==> config.mk <==
export PLATFORM = sky130hd
export DESIGN_NAME = tdc_queue
export DESIGN_NICKNAME = d
export VERILOG_FILES = /design/src/sv/tdc_pkg.sv /design/src/sv/tdc_queue.sv
export VERILOG_INCLUDE_DIRS = /design/src /design/src/sv
export SDC_FILE = /design/constraint.sdc
export NUM_CORES = 1
export LEC_CHECK = 0
export BUFFER_PORTS_ARGS = -buffer_cell sky130_fd_sc_hd__buf_2
export CORE_UTILIZATION = 53
export DETAILED_ROUTE_END_ITERATION = 16
export HOLD_SLACK_MARGIN = 0.02
export PLACE_DENSITY = 0.75
export SLEW_MARGIN = 20
export SYNTH_ARGS = -nofsm -noshare
export SYNTH_HDL_FRONTEND = slang
export SYNTH_SLANG_ARGS = --single-unit
==> constraint.sdc <==
create_clock -name clk -period 2.93 [get_ports clk]
set_input_delay 0.293 -clock clk [delete_from_list [all_inputs] [get_ports clk]]
set_output_delay 0.293 -clock clk [all_outputs]
set_load 0.02 [all_outputs]
==> src/sv/tilt_direction_classifier_defines.svh <==
// assertion macros for the tilt direction classifier
`ifndef TILT_DIRECTION_CLASSIFIER_DEFINES_SVH
`define TILT_DIRECTION_CLASSIFIER_DEFINES_SVH
// implication checked at every clock edge outside reset
`define TDC_ASSERT_IMP(label, lhs, rhs, msg) \
  label: assert property (@(posedge clk) disable iff (rst) (lhs) |-> (rhs)) else $error(msg);
// implication whose consequent is checked in the next cycle
`define TDC_ASSERT_NEXT(label, lhs, rhs, msg) \
  label: assert property (@(posedge clk) disable iff (rst) (lhs) |=> (rhs)) else $error(msg);
`endif

==> src/sv/tdc_pkg.sv <==
// package with types, constants and tables for the tilt direction classifier
`timescale 1ns / 1ps
package tdc_pkg;
  localparam int AXIS_W = 17;
  localparam int SQ_W = 35;
  localparam int RAD_W = 26;
  localparam int CX_W = 30;
  localparam int Z_W = 25;
  localparam int ANGLE_MAX = 23040;
  localparam int TAB_N = 24;
  localparam logic [2:0] CMD_STOP = 3'd0;
  localparam logic [2:0] CMD_FORWARD = 3'd1;
  localparam logic [2:0] CMD_BACK = 3'd2;
  localparam logic [2:0] CMD_LEFT = 3'd3;
  localparam logic [2:0] CMD_RIGHT = 3'd4;
  localparam logic [1:0] REG_X_OFFSET = 2'd0;
  localparam logic [1:0] REG_Y_OFFSET = 2'd1;
  localparam logic [1:0] REG_Z_OFFSET = 2'd2;
  localparam logic [1:0] REG_TILT_LIMIT = 2'd3;

  typedef struct packed {
    logic [2:0] command;
    logic signed [15:0] pitch_deg;
    logic signed [15:0] roll_deg;
  } result_t;

  function automatic logic signed [Z_W-1:0] atan_tab(input logic [4:0] i);
    logic signed [Z_W-1:0] v;
    case (i)
      5'd0: v = 25'sd2949120;   5'd1: v = 25'sd1740967;
      5'd2: v = 25'sd919879;    5'd3: v = 25'sd466945;
      5'd4: v = 25'sd234379;    5'd5: v = 25'sd117304;
      5'd6: v = 25'sd58666;     5'd7: v = 25'sd29335;
      5'd8: v = 25'sd14668;     5'd9: v = 25'sd7334;
      5'd10: v = 25'sd3667;     5'd11: v = 25'sd1833;
      5'd12: v = 25'sd917;      5'd13: v = 25'sd458;
      5'd14: v = 25'sd229;      5'd15: v = 25'sd115;
      5'd16: v = 25'sd57;       5'd17: v = 25'sd29;
      5'd18: v = 25'sd14;       5'd19: v = 25'sd7;
      5'd20: v = 25'sd4;        5'd21: v = 25'sd2;
      5'd22: v = 25'sd1;
      default: v = '0;
    endcase
    return v;
  endfunction
endpackage

==> src/sv/tdc_queue.sv <==
// output queue that lets the pipeline run while results wait
`timescale 1ns / 1ps
`include "tilt_direction_classifier_defines.svh"
module tdc_queue #(
  parameter int DEPTH_W = 2
) (
  input  logic clk,
  input  logic rst,
  input  logic in_valid,
  input  tdc_pkg::result_t in_data,
  output logic [DEPTH_W:0] count,
  output logic out_valid,
  input  logic out_ready,
  output tdc_pkg::result_t out_data
);
  localparam int DEPTH = 1 << DEPTH_W;
  tdc_pkg::result_t mem [DEPTH];
  logic [DEPTH_W-1:0] wr_ptr, rd_ptr;
  logic push, pop;

  assign push = in_valid;
  assign pop = out_valid && out_ready;
  assign out_valid = count != '0;
  assign out_data = mem[rd_ptr];

  always_ff @(posedge clk) begin
    if (rst) begin
      wr_ptr <= '0;
      rd_ptr <= '0;
      count <= '0;
    end else begin
      if (push) wr_ptr <= wr_ptr + 1'b1;
      if (pop) rd_ptr <= rd_ptr + 1'b1;
      count <= count + (DEPTH_W + 1)'(push) - (DEPTH_W + 1)'(pop);
    end
  end
  always_ff @(posedge clk) begin
    if (push) mem[wr_ptr] <= in_data;
  end

  `TDC_ASSERT_IMP(a_no_overflow, push && !pop, count < (DEPTH_W + 1)'(DEPTH), "queue overflow")
  `TDC_ASSERT_NEXT(a_count_up, push && !pop, count == $past(count) + 1'b1, "count lost push")
  `TDC_ASSERT_IMP(a_ptr_gap, 1'b1, DEPTH_W'(wr_ptr - rd_ptr) == DEPTH_W'(count), "pointer skew")
endmodule

==> impl_metrics.env <==
export IMPL_clk_pin_slew_ps=60
export IMPL_ys_seq_area_share_pct=78.7
export IMPL_drive_gt1_share_pct=41.3
export IMPL_async_reset_ff_share_pct=0
export IMPL_worstSkewPairLatency_ps=510
export IMPL_final_util_pct=68.7
export IMPL_final_cells=511
export IMPL_fp_dieH_um=105
export IMPL_core_um2=10300
export IMPL_grt_max_degree=25
export IMPL_vdd_drop_max_v=0.000553
export IMPL_avgViaCountPerCell=5.16
export IMPL_grt_pass1_vias=2805
export IMPL_max_freq_mhz=400
export IMPL_status="completed"
export IMPL_drc=0
export IMPL_cts_tree="yes"
export IMPL_synthDistinctLibCells=22
export IMPL_gp_congestion=0.683
export IMPL_synthTopCellsByArea="edfxtp_1 75%, mux4_2 12%, dfxtp_1 3.2%, mux4_1 2.4%, ha_1 1.3%"
export IMPL_syn_inst=228
export IMPL_period_minus_slack_ps=2500
export IMPL_fin_area_um2=7070
export IMPL_tns_ps=0
export IMPL_synth_compound_area_share_pct=0.314
export IMPL_required_ps=2640
export IMPL_htree_levels=4
export IMPL_hold_class="input pin to flop"
export IMPL_die_w_um=105
export IMPL_dp_hpwl_um=5850
export IMPL_drv_slew=0
export IMPL_drt_iter0_drc=143
export IMPL_synth_mux_area_share_pct=15.3
export IMPL_nets=408
export IMPL_power_density_nw_per_um2=816
export IMPL_netlist_area_um2=5570
export IMPL_ios=78
export IMPL_layout_common_cells="140 x edfxtp_1, 77 x buf_2, 35 x dlygate4sd3_1"
export IMPL_synth_top_flop_cell="edfxtp_1"
export IMPL_hold_violations=0
export IMPL_yosysWarnings=0
export IMPL_setup_ws_ps=429
export IMPL_grt_total_usage_pct=19.5
export IMPL_p_sw_share_pct=24.8
export IMPL_final_common_cell="edfxtp_1"
export IMPL_seqPwrFrac_pct=44.4
export IMPL_grt_pass1_wl_um=15200
export IMPL_p_int_w=0.00433
export IMPL_fin_skew_ps=9.46
export IMPL_synth_fp_nets=274
export IMPL_cts_setup_buffers=0
export IMPL_p_leak_nw=2.50
export IMPL_fillers=665
export IMPL_drt_wirelength_per_cell_um=18.8
export IMPL_end_kind="primary output"
export IMPL_rows=37
export IMPL_overflow=0
export IMPL_rsz0062_at_grt="false"
export IMPL_initial_core_util_pct=54.2
export IMPL_drt_wl_total_um=9600
export IMPL_dr_pass1_iters=4
export IMPL_critPathKind="flop to primary output"
export IMPL_areaGrowthSynthToFinish_pct=26.8
export IMPL_diodes=0
export IMPL_cts_made_buffers=17
export IMPL_place_area_um2=6130
export IMPL_grt_antenna_before_repair=0
export IMPL_post_route_period_util_pct=85.3
export IMPL_synth_xor_area_share_pct=0.584
export IMPL_pre_cts_slack_ps=911
export IMPL_cts_root_buffer="clkbuf_8"
export IMPL_p_sw_w=0.00143
export IMPL_ctsLongestPathBuffers=2
export IMPL_post_cts_resized=0
export IMPL_synth_top_family_by_area="multiplexers"
export IMPL_setup_viol=0
export IMPL_drv_cap=0
export IMPL_die_area_um2=10900
export IMPL_ys_seq_elements=149
export IMPL_tightestPinTransition_ps=667
export IMPL_synth_avg_cell_area_um2=24.4
export IMPL_dp_cells=444
export IMPL_numClockSinks=149
export IMPL_maxSlewHeadroom_pct=55.5
export IMPL_clkPwrFrac_pct=36.5
export IMPL_synthSimpleGateAreaFrac_pct=1.35
export IMPL_combPwrFrac_pct=19.1
export IMPL_yosys_area_share_adder_pct=1.71
export IMPL_cts_hold_buf=35
export IMPL_critPathMaxFanout=16
export IMPL_arrival_ps=2210
export IMPL_startpoint_type="flop"
export IMPL_synth_edf_count=140
export IMPL_port_buffers=77
export IMPL_synth_largest_area_cell="edfxtp_1"
export IMPL_vias=2635
export IMPL_route_antenna_remaining_nets=0
export IMPL_synth_top_cell_area_share_pct=75.4
## cell type report
type | instances | area, um2 | share of cell area (%)
Clock buffer | 23 | 457 | 6.46
Tap cell | 136 | 170 | 2.41
Multi-Input combinational cell | 64 | 1080 | 15.2
Inverter | 6 | 22.5 | 0.319
Clock inverter | 9 | 128 | 1.81
Sequential cell | 149 | 4390 | 62.1
Timing Repair Buffer | 124 | 826 | 11.7
## power groups by stage
stage | Clock, W | Combinational (W) | Sequential (W)
finish | 0.00210 | 0.00110 | 0.00256
global route | 0.00223 | 0.00117 | 0.00258
floorplan | 0 | 0.000842 | 0.00256
CTS | 0.00214 | 0.00112 | 0.00256
global placement | 0 | 0.00106 | 0.00260
detailed placement | 0 | 0.00108 | 0.00261
## synthesized netlist by cell type (3+ instances only)
cell        n
mux2_2      3
and2_1      4
inv_1       6
edfxtp_1  140
ha_1        6
mux4_1      5
nor2b_1     4
mux4_2     30
nor2_1      5
dfxtp_1     9
buf_12      3
buf_2       3
## worst paths after layout
kind | from | end | slack [ps] | cells past startpoint
max | flop | out_data[1] | 430 | 3
min | rst | wr_ptr[0]$_SDFFE_PP0P_ | 80 | 2
max reg2reg | count[1]$_SDFF_PP0_ | count[2]$_SDFF_PP0_ | 1010 | 7
min reg2reg | wr_ptr[0]$_SDFFE_PP0P_ | wr_ptr[0]$_SDFFE_PP0P_ | 590 | 2
## state kept, by name (all words and copies together) (netlist names), named ones only
register and count:
mem 140, count 3, rd_ptr 2, wr_ptr 2
## cell families (layout without fill, tap and decap cells)
| kind of cell | count (synthesis) | in the layout |
|---|---|---|
| DFF | 149 | 149 |
| muxes | 39 | 39 |
| buffers and inverters | 15 | 162 |
| and+or+nand+nor | 14 | 14 |
| adders and majority gates | 7 | 7 |
| AOI/OAI and AO/OA | 2 | 2 |
| xor gates and xnor gates | 2 | 2 |
## layer usage
layer | GRT usage (%) | vias to the layer above | routed length [um]
met5 | 0 | - | 0
met4 | 9.59 | 0 | 120
met3 | 4.93 | 11 | 362
met2 | 31.6 | 62 | 5040
met1 | 24.8 | 1336 | 4080
li1 | - | 1226 | -
## critical path, cell delays in order (launching register included)
cell,delay [ps]
dfxtp_2,650
buf_4,300
mux4_1,560
buf_2,170
## per-stage QoR
step	hold WS [ps]	total power, W
after floorplan	392	0.00341
after global placement	503	0.00365
after detailed placement	515	0.00368
after CTS	43.1	0.00582
after global routing	60.6	0.00599
final	77.6	0.00576
Power figures use the tool's default switching activity.
